[src/rtl/core/sccad_pkg.sv]
// shared types, constants and saturating helpers for the sinh/cosh block
// no dependencies
`default_nettype none

package sccad_pkg;

  localparam int MAX_HALVINGS_DEF = 32;
  localparam int FRAC_BITS_DEF    = 28;

  localparam int ANGLE_W  = 31;
  localparam int SINH_W   = 35;
  localparam int COSH_W   = 34;
  localparam int TOL_W    = 29;
  localparam int WORK_W   = 63;
  localparam int WORK_FRAC = 58;
  localparam int PROD_W   = 2 * WORK_W;
  localparam int XW       = 73;
  localparam int DIV_W    = 64;
  localparam int DIV_STEPS = DIV_W / 2;

  localparam logic [TOL_W-1:0] TOL_RESET = TOL_W'(268);

  typedef logic signed [ANGLE_W-1:0] angle_t;
  typedef logic signed [SINH_W-1:0]  sinh_t;
  typedef logic        [COSH_W-1:0]  cosh_t;
  typedef logic        [TOL_W-1:0]   tol_t;
  typedef logic        [WORK_W-1:0]  work_t;

  localparam work_t WORK_ONE = work_t'(1) << WORK_FRAC;

  typedef struct packed {
    logic  start;
    work_t a;
    work_t b;
  } mul_req_t;

  typedef struct packed {
    logic  done;
    work_t res;
  } mul_rsp_t;

  typedef enum logic [3:0] {
    ST_IDLE,
    ST_HALVE,
    ST_Y2,
    ST_Y3,
    ST_DIV,
    ST_SEED,
    ST_DBL_T,
    ST_DBL_U,
    ST_OUT
  } state_e;

  function automatic work_t sat_add(work_t a, work_t b);
    logic [WORK_W:0] r;
    r = {1'b0, a} + {1'b0, b};
    return r[WORK_W] ? '1 : r[WORK_W-1:0];
  endfunction

  function automatic work_t sat_dbl(work_t a);
    return a[WORK_W-1] ? '1 : {a[WORK_W-2:0], 1'b0};
  endfunction

endpackage

`default_nettype wire

[src/rtl/core/sccad_if.sv]
// request channels for the angle input and the sinh/cosh result
// depends on sccad_pkg
`default_nettype none

interface sccad_in_if;
  import sccad_pkg::*;
  logic   valid;
  logic   ready;
  angle_t angle;
  modport source (output valid, output angle, input ready);
  modport sink   (input valid, input angle, output ready);
endinterface

interface sccad_out_if;
  import sccad_pkg::*;
  logic  valid;
  logic  ready;
  sinh_t sinh_value;
  cosh_t cosh_value;
  modport source (output valid, output sinh_value, output cosh_value, input ready);
  modport sink   (input valid, input sinh_value, input cosh_value, output ready);
endinterface

`default_nettype wire

[src/rtl/core/sinh_cosh_by_angle_doubling.sv]
// top level: tolerance register, sequencer core and shared multiplier
// depends on sccad_pkg, sccad_if, sccad_mul and sccad_core
`default_nettype none

// Returns sinh and cosh of a signed fixed-point angle (FRAC_BITS fraction
// bits) by halving the angle k times until its magnitude drops below the
// tolerance register, seeding with short series and doubling k times. One
// request is worked on at a time: halving count, series products, divide
// by six, doubling steps, each product on the single 32x32 multiplier,
// which builds a 63x63 product from four partial products; two products
// per doubling step. k is at most MAX_HALVINGS. The result waits in an
// output register, and the next request is taken while it waits. The
// user must write the tolerance through cfg_we_i/cfg_wdata_i only while
// the block is idle, which the block does not enforce; reset value 268.

module sinh_cosh_by_angle_doubling #(
  parameter int MAX_HALVINGS = sccad_pkg::MAX_HALVINGS_DEF,
  parameter int FRAC_BITS    = sccad_pkg::FRAC_BITS_DEF
) (
  input  logic            clk_i,
  input  logic            rst_ni,
  input  logic            cfg_we_i,
  input  sccad_pkg::tol_t cfg_wdata_i,
  sccad_in_if.sink        in_i,
  sccad_out_if.source     out_o
);
  import sccad_pkg::*;

  tol_t     tol_q;
  mul_req_t mul_req;
  mul_rsp_t mul_rsp;

  always_ff @(posedge clk_i or negedge rst_ni) begin
    if (!rst_ni) begin
      tol_q <= TOL_RESET;
    end else if (cfg_we_i) begin
      tol_q <= cfg_wdata_i;
    end
  end

  sccad_core #(
    .MAX_HALVINGS (MAX_HALVINGS),
    .FRAC_BITS    (FRAC_BITS)
  ) u_core (
    .clk_i     (clk_i),
    .rst_ni    (rst_ni),
    .tol_i     (tol_q),
    .in_i      (in_i),
    .out_o     (out_o),
    .mul_req_o (mul_req),
    .mul_rsp_i (mul_rsp)
  );

  sccad_mul u_mul (
    .clk_i  (clk_i),
    .rst_ni (rst_ni),
    .req_i  (mul_req),
    .rsp_o  (mul_rsp)
  );

endmodule

`default_nettype wire

[src/rtl/core/sccad_mul.sv]
// shared 63x63 fractional multiplier, four 32x32 partial products over cycles
// depends on sccad_pkg; result truncated to 58 fraction bits and saturated
`default_nettype none

module sccad_mul (
  input  logic               clk_i,
  input  logic               rst_ni,
  input  sccad_pkg::mul_req_t req_i,
  output sccad_pkg::mul_rsp_t rsp_o
);
  import sccad_pkg::*;

  work_t              a_q, b_q;
  logic [2:0]         cnt_q;
  logic               busy_q, pvld_q, done_q;
  logic [1:0]         psel_q;
  logic [63:0]        pp_q;
  logic [PROD_W-1:0]  acc_q;
  logic [31:0]        opa, opb;
  logic [PROD_W-1:0]  addend;

  assign opa = cnt_q[0] ? {1'b0, a_q[WORK_W-1:32]} : a_q[31:0];
  assign opb = cnt_q[1] ? {1'b0, b_q[WORK_W-1:32]} : b_q[31:0];

  always_comb begin
    case (psel_q)
      2'd0:    addend = PROD_W'(pp_q);
      2'd3:    addend = PROD_W'(pp_q) << 64;
      default: addend = PROD_W'(pp_q) << 32;
    endcase
  end

  always_ff @(posedge clk_i or negedge rst_ni) begin
    if (!rst_ni) begin
      busy_q <= 1'b0;
      pvld_q <= 1'b0;
      done_q <= 1'b0;
      cnt_q  <= '0;
    end else if (req_i.start) begin
      busy_q <= 1'b1;
      pvld_q <= 1'b0;
      done_q <= 1'b0;
      cnt_q  <= '0;
    end else if (busy_q) begin
      cnt_q  <= cnt_q + 3'd1;
      pvld_q <= (cnt_q != 3'd4);
      if (cnt_q == 3'd4) begin
        busy_q <= 1'b0;
        done_q <= 1'b1;
      end
    end else begin
      done_q <= 1'b0;
    end
  end

  always_ff @(posedge clk_i) begin
    if (req_i.start) begin
      a_q   <= req_i.a;
      b_q   <= req_i.b;
      acc_q <= '0;
    end else if (busy_q) begin
      if (cnt_q != 3'd4) begin
        pp_q   <= opa * opb;
        psel_q <= cnt_q[1:0];
      end
      if (pvld_q) begin
        acc_q <= acc_q + addend;
      end
    end
  end

  assign rsp_o.done = done_q;
  assign rsp_o.res  = (|acc_q[PROD_W-1:WORK_FRAC+WORK_W]) ? '1
                                                          : acc_q[WORK_FRAC+WORK_W-1:WORK_FRAC];

endmodule

`default_nettype wire

[src/rtl/core/sccad_core.sv]
// sequencer and datapath: halving count, series seed, divide by six,
// doubling steps and output rounding; depends on sccad_pkg and sccad_if
`default_nettype none

module sccad_core #(
  parameter int MAX_HALVINGS = sccad_pkg::MAX_HALVINGS_DEF,
  parameter int FRAC_BITS    = sccad_pkg::FRAC_BITS_DEF
) (
  input  logic                clk_i,
  input  logic                rst_ni,
  input  sccad_pkg::tol_t     tol_i,
  sccad_in_if.sink            in_i,
  sccad_out_if.source         out_o,
  output sccad_pkg::mul_req_t mul_req_o,
  input  sccad_pkg::mul_rsp_t mul_rsp_i
);
  import sccad_pkg::*;

  localparam int UP  = WORK_FRAC - FRAC_BITS;
  localparam int KW  = $clog2(MAX_HALVINGS + 1);
  localparam int DCW = $clog2(DIV_STEPS);

  state_e                 state_q, state_d;
  logic                   issued_q;
  logic [KW-1:0]          k_q;
  logic [ANGLE_W-1:0]     m_q;
  work_t                  y_q, y2_q, s_q, c_q, t_q;
  logic                   neg_q;
  logic [DIV_W-1:0]       dv_q;
  logic [2:0]             rem_q;
  logic [DCW-1:0]         dcnt_q;
  logic                   ov_q;
  sinh_t                  os_q;
  cosh_t                  oc_q;

  logic                   in_acc, out_free, halve_go, mul_state;
  logic [ANGLE_W-1:0]     raw, mag;
  logic [XW-1:0]          xw;
  work_t                  x0;
  logic [4:0]             dv5;
  logic [1:0]             qd;
  logic [2:0]             rem_d;
  logic [WORK_W:0]        s_r, c_r;
  logic [COSH_W-1:0]      s_o, c_o;
  logic [SINH_W-1:0]      s_ext;

  assign in_acc   = in_i.valid && in_i.ready;
  assign out_free = !ov_q || out_o.ready;
  assign halve_go = (k_q < KW'(MAX_HALVINGS)) && !(m_q < ANGLE_W'(tol_i));

  assign raw = in_i.angle;
  assign mag = raw[ANGLE_W-1] ? (~raw + ANGLE_W'(1)) : raw;
  assign xw  = XW'(mag) << UP;
  assign x0  = (|xw[XW-1:WORK_W]) ? '1 : xw[WORK_W-1:0];

  // radix-4 digit of the divide by six
  assign dv5 = {rem_q[1:0], dv_q[DIV_W-1:DIV_W-2]} + {rem_q[2], 4'b0};
  always_comb begin
    if (dv5 >= 5'd18) begin
      qd = 2'd3; rem_d = 3'(dv5 - 5'd18);
    end else if (dv5 >= 5'd12) begin
      qd = 2'd2; rem_d = 3'(dv5 - 5'd12);
    end else if (dv5 >= 5'd6) begin
      qd = 2'd1; rem_d = 3'(dv5 - 5'd6);
    end else begin
      qd = 2'd0; rem_d = dv5[2:0];
    end
  end

  // round half up, then saturate magnitude
  assign s_r   = {1'b0, s_q >> UP} + (WORK_W + 1)'(s_q[UP-1]);
  assign c_r   = {1'b0, c_q >> UP} + (WORK_W + 1)'(c_q[UP-1]);
  assign s_o   = (|s_r[WORK_W:COSH_W]) ? '1 : s_r[COSH_W-1:0];
  assign c_o   = (|c_r[WORK_W:COSH_W]) ? '1 : c_r[COSH_W-1:0];
  assign s_ext = neg_q ? (~{1'b0, s_o} + SINH_W'(1)) : {1'b0, s_o};

  always_comb begin
    state_d = state_q;
    case (state_q)
      ST_IDLE:  if (in_acc) state_d = ST_HALVE;
      ST_HALVE: if (!halve_go) state_d = ST_Y2;
      ST_Y2:    if (mul_rsp_i.done) state_d = ST_Y3;
      ST_Y3:    if (mul_rsp_i.done) state_d = ST_DIV;
      ST_DIV:   if (dcnt_q == '1) state_d = ST_SEED;
      ST_SEED:  state_d = (k_q == '0) ? ST_OUT : ST_DBL_T;
      ST_DBL_T: if (mul_rsp_i.done) state_d = ST_DBL_U;
      ST_DBL_U: if (mul_rsp_i.done) state_d = (k_q == KW'(1)) ? ST_OUT : ST_DBL_T;
      ST_OUT:   if (out_free) state_d = ST_IDLE;
      default:  state_d = ST_IDLE;
    endcase
  end

  always_comb begin
    mul_state     = 1'b0;
    mul_req_o.a   = s_q;
    mul_req_o.b   = s_q;
    case (state_q)
      ST_Y2: begin
        mul_state   = 1'b1;
        mul_req_o.a = y_q;
        mul_req_o.b = y_q;
      end
      ST_Y3: begin
        mul_state   = 1'b1;
        mul_req_o.a = y2_q;
        mul_req_o.b = y_q;
      end
      ST_DBL_T: begin
        mul_state   = 1'b1;
        mul_req_o.b = c_q;
      end
      ST_DBL_U: mul_state = 1'b1;
      default:  mul_state = 1'b0;
    endcase
    mul_req_o.start = mul_state && !issued_q;
  end

  assign in_i.ready       = (state_q == ST_IDLE);
  assign out_o.valid      = ov_q;
  assign out_o.sinh_value = os_q;
  assign out_o.cosh_value = oc_q;

  always_ff @(posedge clk_i or negedge rst_ni) begin
    if (!rst_ni) begin
      state_q  <= ST_IDLE;
      issued_q <= 1'b0;
      ov_q     <= 1'b0;
      k_q      <= '0;
      dcnt_q   <= '0;
    end else begin
      state_q <= state_d;
      if (mul_req_o.start) begin
        issued_q <= 1'b1;
      end else if (mul_rsp_i.done) begin
        issued_q <= 1'b0;
      end
      if (state_q == ST_OUT && out_free) begin
        ov_q <= 1'b1;
      end else if (out_o.ready) begin
        ov_q <= 1'b0;
      end
      case (state_q)
        ST_IDLE:  k_q <= '0;
        ST_HALVE: if (halve_go) k_q <= k_q + KW'(1);
        ST_DBL_U: if (mul_rsp_i.done) k_q <= k_q - KW'(1);
        default:  k_q <= k_q;
      endcase
      if (state_q == ST_DIV) begin
        dcnt_q <= dcnt_q + DCW'(1);
      end else begin
        dcnt_q <= '0;
      end
    end
  end

  always_ff @(posedge clk_i) begin
    case (state_q)
      ST_IDLE: begin
        m_q   <= mag;
        y_q   <= x0;
        neg_q <= raw[ANGLE_W-1];
      end
      ST_HALVE: begin
        if (halve_go) begin
          m_q <= m_q >> 1;
          y_q <= y_q >> 1;
        end
      end
      ST_Y2: begin
        if (mul_rsp_i.done) begin
          y2_q <= mul_rsp_i.res;
          c_q  <= sat_add(WORK_ONE, mul_rsp_i.res >> 1);
        end
      end
      ST_Y3: begin
        if (mul_rsp_i.done) begin
          dv_q  <= DIV_W'(mul_rsp_i.res);
          rem_q <= '0;
        end
      end
      ST_DIV: begin
        dv_q  <= {dv_q[DIV_W-3:0], qd};
        rem_q <= rem_d;
      end
      ST_SEED:  s_q <= sat_add(y_q, dv_q[WORK_W-1:0]);
      ST_DBL_T: if (mul_rsp_i.done) t_q <= mul_rsp_i.res;
      ST_DBL_U: begin
        if (mul_rsp_i.done) begin
          s_q <= sat_dbl(t_q);
          c_q <= sat_add(WORK_ONE, sat_dbl(mul_rsp_i.res));
        end
      end
      ST_OUT: begin
        if (out_free) begin
          os_q <= s_ext;
          oc_q <= c_o;
        end
      end
      default: begin
        m_q <= m_q;
      end
    endcase
  end

endmodule

`default_nettype wire

[src/flat_wrapper.sv]
// flat-port wrapper written by rule: the top's interface ports become plain ports
module sinh_cosh_by_angle_doubling_flat import sccad_pkg::*;
#(
  parameter int MAX_HALVINGS = sccad_pkg::MAX_HALVINGS_DEF,
  parameter int FRAC_BITS    = sccad_pkg::FRAC_BITS_DEF
)
  (clk_i, rst_ni, cfg_we_i, cfg_wdata_i, in_i_valid, in_i_angle, in_i_ready, out_o_valid, out_o_sinh_value, out_o_cosh_value, out_o_ready);
  sccad_in_if in_i_i ();
  sccad_out_if out_o_i ();
  input  logic clk_i;
  input  logic rst_ni;
  input  logic cfg_we_i;
  input  sccad_pkg::tol_t cfg_wdata_i;
  input wire logic [$bits(in_i_i.valid)-1:0] in_i_valid;
  input wire logic [$bits(in_i_i.angle)-1:0] in_i_angle;
  output wire logic [$bits(in_i_i.ready)-1:0] in_i_ready;
  output wire logic [$bits(out_o_i.valid)-1:0] out_o_valid;
  output wire logic [$bits(out_o_i.sinh_value)-1:0] out_o_sinh_value;
  output wire logic [$bits(out_o_i.cosh_value)-1:0] out_o_cosh_value;
  input wire logic [$bits(out_o_i.ready)-1:0] out_o_ready;
  assign in_i_i.valid = in_i_valid;
  assign in_i_i.angle = in_i_angle;
  assign in_i_ready = in_i_i.ready;
  assign out_o_valid = out_o_i.valid;
  assign out_o_sinh_value = out_o_i.sinh_value;
  assign out_o_cosh_value = out_o_i.cosh_value;
  assign out_o_i.ready = out_o_ready;
  sinh_cosh_by_angle_doubling #(.MAX_HALVINGS(MAX_HALVINGS), .FRAC_BITS(FRAC_BITS)) u_core (.clk_i(clk_i), .rst_ni(rst_ni), .cfg_we_i(cfg_we_i), .cfg_wdata_i(cfg_wdata_i), .in_i(in_i_i), .out_o(out_o_i));
endmodule
[config.mk]
export PLATFORM = sky130hd
export DESIGN_NAME = sinh_cosh_by_angle_doubling_flat
export DESIGN_NICKNAME = d
export VERILOG_FILES = /design/src/rtl/core/sccad_pkg.sv /design/src/rtl/core/sccad_if.sv /design/src/rtl/core/sinh_cosh_by_angle_doubling.sv /design/src/rtl/core/sccad_mul.sv /design/src/rtl/core/sccad_core.sv /design/src/flat_wrapper.sv
export SDC_FILE = /design/constraint.sdc
export NUM_CORES = 2
export LEC_CHECK = 0
export BUFFER_PORTS_ARGS = -buffer_cell sky130_fd_sc_hd__buf_2
export CAP_MARGIN = 20
export CORE_MARGIN = 1
export CORE_UTILIZATION = 35
export DETAILED_ROUTE_END_ITERATION = 10
export GPL_ROUTABILITY_DRIVEN = 1
export HOLD_SLACK_MARGIN = 0.06
export PLACE_DENSITY = 0.5
export SYNTH_ARGS = -nofsm -noshare
export SYNTH_HDL_FRONTEND = slang
export SYNTH_HIERARCHICAL = 1
export SYNTH_SLANG_ARGS = --single-unit
[constraint.sdc]
create_clock -name clk_i -period 25.9 [get_ports clk_i]
set_input_delay 2.59 -clock clk_i [delete_from_list [all_inputs] [get_ports clk_i]]
set_output_delay 2.59 -clock clk_i [all_outputs]
set_load 0.005 [all_outputs]
### After elaboration in Yosys (flattened, before gate mapping)

Cells that the tools add are included.

* register bits after elaboration: 853
* input bits: 65
* output and inout bits: 71
* logic and storage cells: 173

* bitwise operators: 3
* order comparisons: 5
* $mul: 1
* reduce and logical (&&, ||, !) cells: 35
* equal/unequal tests: 23
* add/sub/neg operators: 16
* multiplexer cells: 63

Operators by type and width (count)
* 63-bit 2-to-1 mux: 10
* 63-bit one-hot mux with 2 select lines: 5
* 126-bit one-hot mux with 2 select lines: 1
* 64-bit one-hot mux with 2 select lines: 1
* 126-bit adder: 1
* 33-bit by 1-bit adder with 34-bit output: 2
* 34-bit 2-to-1 mux: 2
* 59-bit by 63-bit adder with 64-bit output, first input constant: 1
* 63-bit by 63-bit adder with 64-bit output: 1
* 32-bit by 32-bit multiplier with 64-bit output: 1
* 32-bit 2-to-1 mux: 2
* 64-bit 2-to-1 mux: 1
* 59-bit by 62-bit adder with 63-bit output, first input constant: 1
* 31-bit 2-to-1 mux: 2
* 31-bit one-hot mux with 2 select lines: 1
* 30-bit OR reduction, first input constant: 2
* 4-bit 2-to-1 mux: 10
* 4-bit one-hot mux with 9 select lines: 1
* 35-bit by 1-bit adder with 35-bit output, second input constant: 1
* 34-bit inverter with 35-bit output: 1
* 31-bit by 1-bit adder with 31-bit output, second input constant: 1
* 31-bit by 29-bit less-than comparator with 1-bit output: 1
* 31-bit inverter: 1
* 3-bit 2-to-1 mux: 6
* 44 further kinds: 90

### Depth between registers and ports, before layout

* word-level depth: 7
* mapped depth: 36

### Modules after synthesis

The synthesis kept the hierarchy.

Modules (own cells, without submodules)
* sccad_mul: instances 1, sequential area each 8438.1 um^2, area each 52421.5 um^2, cells each 5913
* sccad_core: instances 1, sequential area each 13938.4 um^2, area each 27340.0 um^2, cells each 2719
* sinh_cosh_by_angle_doubling: instances 1, sequential area each 729.4 um^2, area each 1121.1 um^2, cells each 61

### Worst setup path after synthesis

Ideal clock, no wire load.

* kind: register to register
* from: reg u_core.u_mul.cnt_q[0]
* to: reg u_core.u_mul.pp_q[57] (data pin)
* period minus slack after synthesis: 8.755 ns
* slack: 17.145 ns
* required time: 25.635 ns
* setup time: 0.265 ns
* cell stages (with the launch flop): 31
* arrival time: 8.490 ns
* buffers on the path: 4
* cells stage by stage: dfrtp_1 clkbuf_1 clkbuf_1 mux2i_1 clkbuf_1 nor2_1 fa_1 inv_1 fa_1 fa_1 fa_1 inv_1 fa_1 inv_1 fa_1 inv_1 fa_1 fa_1 ha_1 clkbuf_1 a21oi_1 o21ai_0 a221oi_1 o211ai_1 o211ai_2 o2111ai_1 a31o_2 a31o_2 a31oi_1 o21ai_0 xor2_1

* longest elaborated chain between the ends: 2

RTL lines
* start: declaration: RTL line sccad_mul.sv:14 `logic [2:0] cnt_q;`
* start signal: assignment: RTL line sccad_mul.sv:45 `cnt_q <= cnt_q + 3'd1;`
* 32-bit 2-to-1 mux: RTL line sccad_mul.sv:22 `assign opa = cnt_q[0] ? {1'b0, a_q[WORK_W-1:32]} : a_q[31:0];`
* 32-bit by 32-bit multiplier with 64-bit output: RTL line sccad_mul.sv:63 `pp_q <= opa * opb;`
* end signal: assignment: RTL line sccad_mul.sv:63
* end: declaration: RTL line sccad_mul.sv:17 `logic [63:0] pp_q;`

No other way between the ends.
A chain may end at the register's enable or synchronous reset.

### Worst setup path after layout

* from: reg u_core.u_mul.cnt_q[1]
* to: reg u_core.u_mul.pp_q[56] (data pin)

* longest elaborated chain between the ends: 2

RTL lines
* 32-bit 2-to-1 mux: RTL line sccad_mul.sv:23 `assign opb = cnt_q[1] ? {1'b0, b_q[WORK_W-1:32]} : b_q[31:0];`
* 32-bit by 32-bit multiplier with 64-bit output: RTL line sccad_mul.sv:63

No other way between the ends.

==> impl_metrics.csv <==
group,metric,value,unit
timing,setup_ws,15.33,ns
yosys,synth_cell_types,101,
clock_network,clkSinkCount,820,
yosys,syn_nets,10200,
drt,drtIter0Drc,6972,
worst_hold_path,hp-class,"reg -> reg",
drt,vias_per_cell,5.63,
clock_network,cts_setup_buffers,0,
yosys,ys_ff_latch,820,
clock_network,ctsLongestPathBuffers,3,
worst_setup_path,r2r_setup_slack,15.33,ns
global_routing,grt_max_degree,99,
timing,finalHoldViolCount,0,
die,ios,136,
worst_setup_path,worstSetupPathType,"reg -> reg",
timing,setup_tns,0,ns
timing,fin_crit_sh,0.408,
die,rows,176,
yosys,syn-instance-count,8693,
worst_setup_path,cp_common_cell,"fa_1",
worst_setup_path,startpoint_type,"flip-flop",
cells_and_area,fin_util,0.383,
cells_and_area,design_area,88100,sq um
cells_and_area,area_delta_synth_final,8.91,%
placement,placed_area,84800,sq um
timing,slew_viol_final,0,
placement,dpl.hpwl,245000,um
global_routing,grt_pass1_vias,65600,
worst_setup_path,critical_path.max_stage_delay,0.97,ns
yosys,syn-mean-instance-area,9.30,sq um
clock_network,clk_pin_slew,0.06,ns
worst_hold_path,hold_end,"u_core/u_mul/acc_q[23]$_SDFFE_PP0P_",
drt,vias,65700,
cells_and_area,fillers,23200,
yosys,yosys_warnings,6,
drt,ant_nets,0,
die,coreArea,230000,sq um
clock_network,cts_resized,0,
yosys,ys_seq_area_frac,0.286,
worst_setup_path,slowest_stage,"mux2_2",
worst_setup_path,r2r_end,"u_core/u_mul/pp_q[56]$_DFFE_PP_",
worst_setup_path,required,26.38,ns
drt,routedWlPerCell,27.4,um
clock_network,hold_buffers,0,
yosys,synth_ff_type,"edfxtp_1",
timing,setup-violations-final,0,
worst_setup_path,critPathMaxFanout,46,
die,start_util,0.352,
worst_hold_path,hold_path_depth,2,
yosys,async_reset_ff_frac,0.0634,
timing,min_period,10.57,ns
cells_and_area,drive_gt1_frac,0.0744,
die,die_w,483,um
yosys,synth_edf_count,642,
die,fp.dieH,483,um
clock_network,tritoncts,"done",
global_routing,grt_pass1_wl,463000,um
worst_setup_path,worstReg2RegStart,"u_core/u_mul/cnt_q[1]$_DFFE_PN0P_",
placement,place_ws,15.44,ns
drt,first_pass_iters,8,
clock_network,cts_buffers,98,
timing,fmax,94.6,MHz
worst_setup_path,end_kind,"flip-flop",
global_routing,grt_overflow,0,
timing,finalClockSkew,0.0636,ns
placement,io_buffers,135,
global_routing,antenna_found_initial,14,
worst_setup_path,crit_arrival,11.05,ns
placement,gp_congestion,0.942,
run,cap_violations,0,
timing,worst_pin_slew,1.18,ns
clock_network,htree_levels,3,
worst_setup_path,r2r.worst_path.cells,26,
drt,wl,320000,um
outcome,outcome,"completed",
timing,rsz0062_at_grt,"false",
clock_network,clock_latency,0.74,ns
global_routing,grt_usage,0.274,
cells_and_area,nets,10000,
yosys,synth.cell_area,80900,sq um
drt,drc_errors,0,
die,die-area,233000,sq um
timing,relSlewSlack,0.198,
worst_hold_path,min_from,"u_core/u_mul/acc_q[23]$_SDFFE_PP0P_",
clock_network,cts-root-buf,"clkbuf_16",
-- worst max-delay path by stage --
stage                                 startpoint                              end
3_5_place_dp   u_core/u_mul/cnt_q[1]$_DFFE_PN0P_  u_core/u_mul/pp_q[54]$_DFFE_PP_
4_1_cts        u_core/u_mul/cnt_q[1]$_DFFE_PN0P_  u_core/u_mul/pp_q[54]$_DFFE_PP_
6_report       u_core/u_mul/cnt_q[1]$_DFFE_PN0P_  u_core/u_mul/pp_q[56]$_DFFE_PP_
2_1_floorplan  u_core/u_mul/cnt_q[0]$_DFFE_PN0P_  u_core/u_mul/pp_q[57]$_DFFE_PP_
5_1_grt        u_core/u_mul/cnt_q[1]$_DFFE_PN0P_  u_core/u_mul/pp_q[54]$_DFFE_PP_
3_3_place_gp   u_core/u_mul/cnt_q[1]$_DFFE_PN0P_  u_core/u_mul/pp_q[54]$_DFFE_PP_
-- cells by family (layout without fill, tap and decap cells) --
| family | Yosys count | count (layout) | share of synthesized area |
|---|---|---|---|
| simple gates | 2902 | 2902 | 0.156 |
| compound gates | 1553 | 1553 | 0.123 |
| buf+inv | 1438 | 1401 | 0.0677 |
| fa+ha+maj | 1395 | 1395 | 0.299 |
| flops | 820 | 820 | 0.286 |
| xor+xnor | 361 | 361 | 0.0391 |
| mux | 224 | 224 | 0.0296 |
| other cells | 0 | 5 | 0 |
-- per-stage QoR --
stage / instances / hold slack [ns]
after detailed placement: 11500 / 0.450
after floorplan: 8693 / 0.432
final: 11700 / 0.455
after global placement: 11500 / 0.442
after global routing: 11700 / 0.469
after CTS: 11700 / 0.457
-- worst max-delay path: cells and delay by family (launching register included) --
family          cells  cell delay [ns]
buf+inv             4             0.91
simple gates        5             1.43
mux                 1             0.97
xor+xnor            1             0.16
compound gates      6             1.57
flops               1             0.61
fa+ha+maj           9             4.44
-- cells in the final DEF, fill, tap and decap left out, types with 18 or more instances in the layout --
master / count
o21bai_1: 57
o22a_1: 71
o21ai_0: 354
nor3_1: 63
a21oi_1: 478
clkinv_1: 18
buf_4: 109
inv_1: 971
a22oi_1: 65
nor4_1: 22
or2_2: 23
xnor2_1: 220
buf_2: 136
a31oi_1: 43
nand2_1: 1326
o21a_1: 25
a22o_1: 65
mux2i_1: 78
ha_1: 496
edfxtp_1: 642
o31ai_1: 32
or3_1: 97
xor2_1: 141
clkbuf_16: 100
dfxtp_1: 125
a211oi_1: 24
o211ai_1: 22
fa_1: 898
dfrtp_1: 46
nand4_1: 97
nor2b_1: 28
nor2_1: 897
clkbuf_1: 22
and2_1: 119
and3_1: 36
mux2_2: 81
nand3_1: 76
a21o_1: 153
mux2i_2: 46
nand2b_1: 33
-- per-layer routing --
| layer | global-route usage | up-vias | wire [um] |
|---|---|---|---|
| li1 | - | 28800 | - |
| met1 | 0.387 | 33800 | 141000 |
| met2 | 0.420 | 2727 | 141000 |
| met3 | 0.0518 | 457 | 26800 |
| met4 | 0.0877 | 4 | 11600 |
| met5 | 0 | - | 23 |
-- flip-flops by register name, indices dropped and copies added (netlist names), 32 cells and up --
signal	flops
u_core/u_mul/acc_q	126
u_core/u_core/dv_q	64
u_core/u_mul/pp_q	64
u_core/u_core/c_q	63
u_core/u_core/s_q	63
u_core/u_core/t_q	63
u_core/u_core/y2_q	63
u_core/u_mul/a_q	63
u_core/u_mul/b_q	63
u_core/u_core/out_o.sinh_value	35
u_core/u_core/out_o.cosh_value	34
u_core/u_core/y_q	32
-- Yosys cell counts (24+ instances only) --
library cell / count / area share
nor2_1: 903 / 0.042
edfxtp_1: 642 / 0.24
a31oi_1: 43 / 0.0033
o21ai_0: 354 / 0.022
dfxtp_1: 126 / 0.031
a211oi_1: 24 / 0.0022
fa_1: 898 / 0.22
xnor2_1: 220 / 0.024
nand4_1: 97 / 0.0075
xor2_1: 141 / 0.015
nor2b_1: 30 / 0.0023
mux2_2: 81 / 0.011
or3_1: 99 / 0.0077
buf_1: 39 / 0.0018
or2_2: 24 / 0.0019
o21bai_1: 57 / 0.0053
mux2i_1: 133 / 0.016
nand3_1: 76 / 0.0047
nand2b_1: 33 / 0.0026
ha_1: 497 / 0.077
a22o_1: 65 / 0.0070
and3_1: 37 / 0.0029
and2_1: 121 / 0.0094
clkbuf_1: 399 / 0.019
inv_1: 971 / 0.045
dfrtp_1: 49 / 0.015
o22a_1: 71 / 0.0077
a21oi_1: 480 / 0.030
o21a_1: 25 / 0.0023
a21o_1: 153 / 0.014
nor3_1: 66 / 0.0041
nand2_1: 1329 / 0.062
o31ai_1: 32 / 0.0030
a22oi_1: 65 / 0.0060
-- final cells by class --
type / count / area (sq um) / share of cell area
multi-input cells: 6435 / 52700 / 0.599
flip-flops and latches: 820 / 23100 / 0.262
well taps: 3026 / 3790 / 0.0430
inverters: 971 / 3640 / 0.0414
clock buffers: 126 / 2640 / 0.0300
repair buffers: 248 / 1570 / 0.0178
clock inverters: 56 / 582 / 0.00660
diodes: 5 / 12.5 / 0.000142
Power is left out: the tool's default activity adds up to more than one toggle a clock period on the data nets, which glitch-free logic cannot reach.
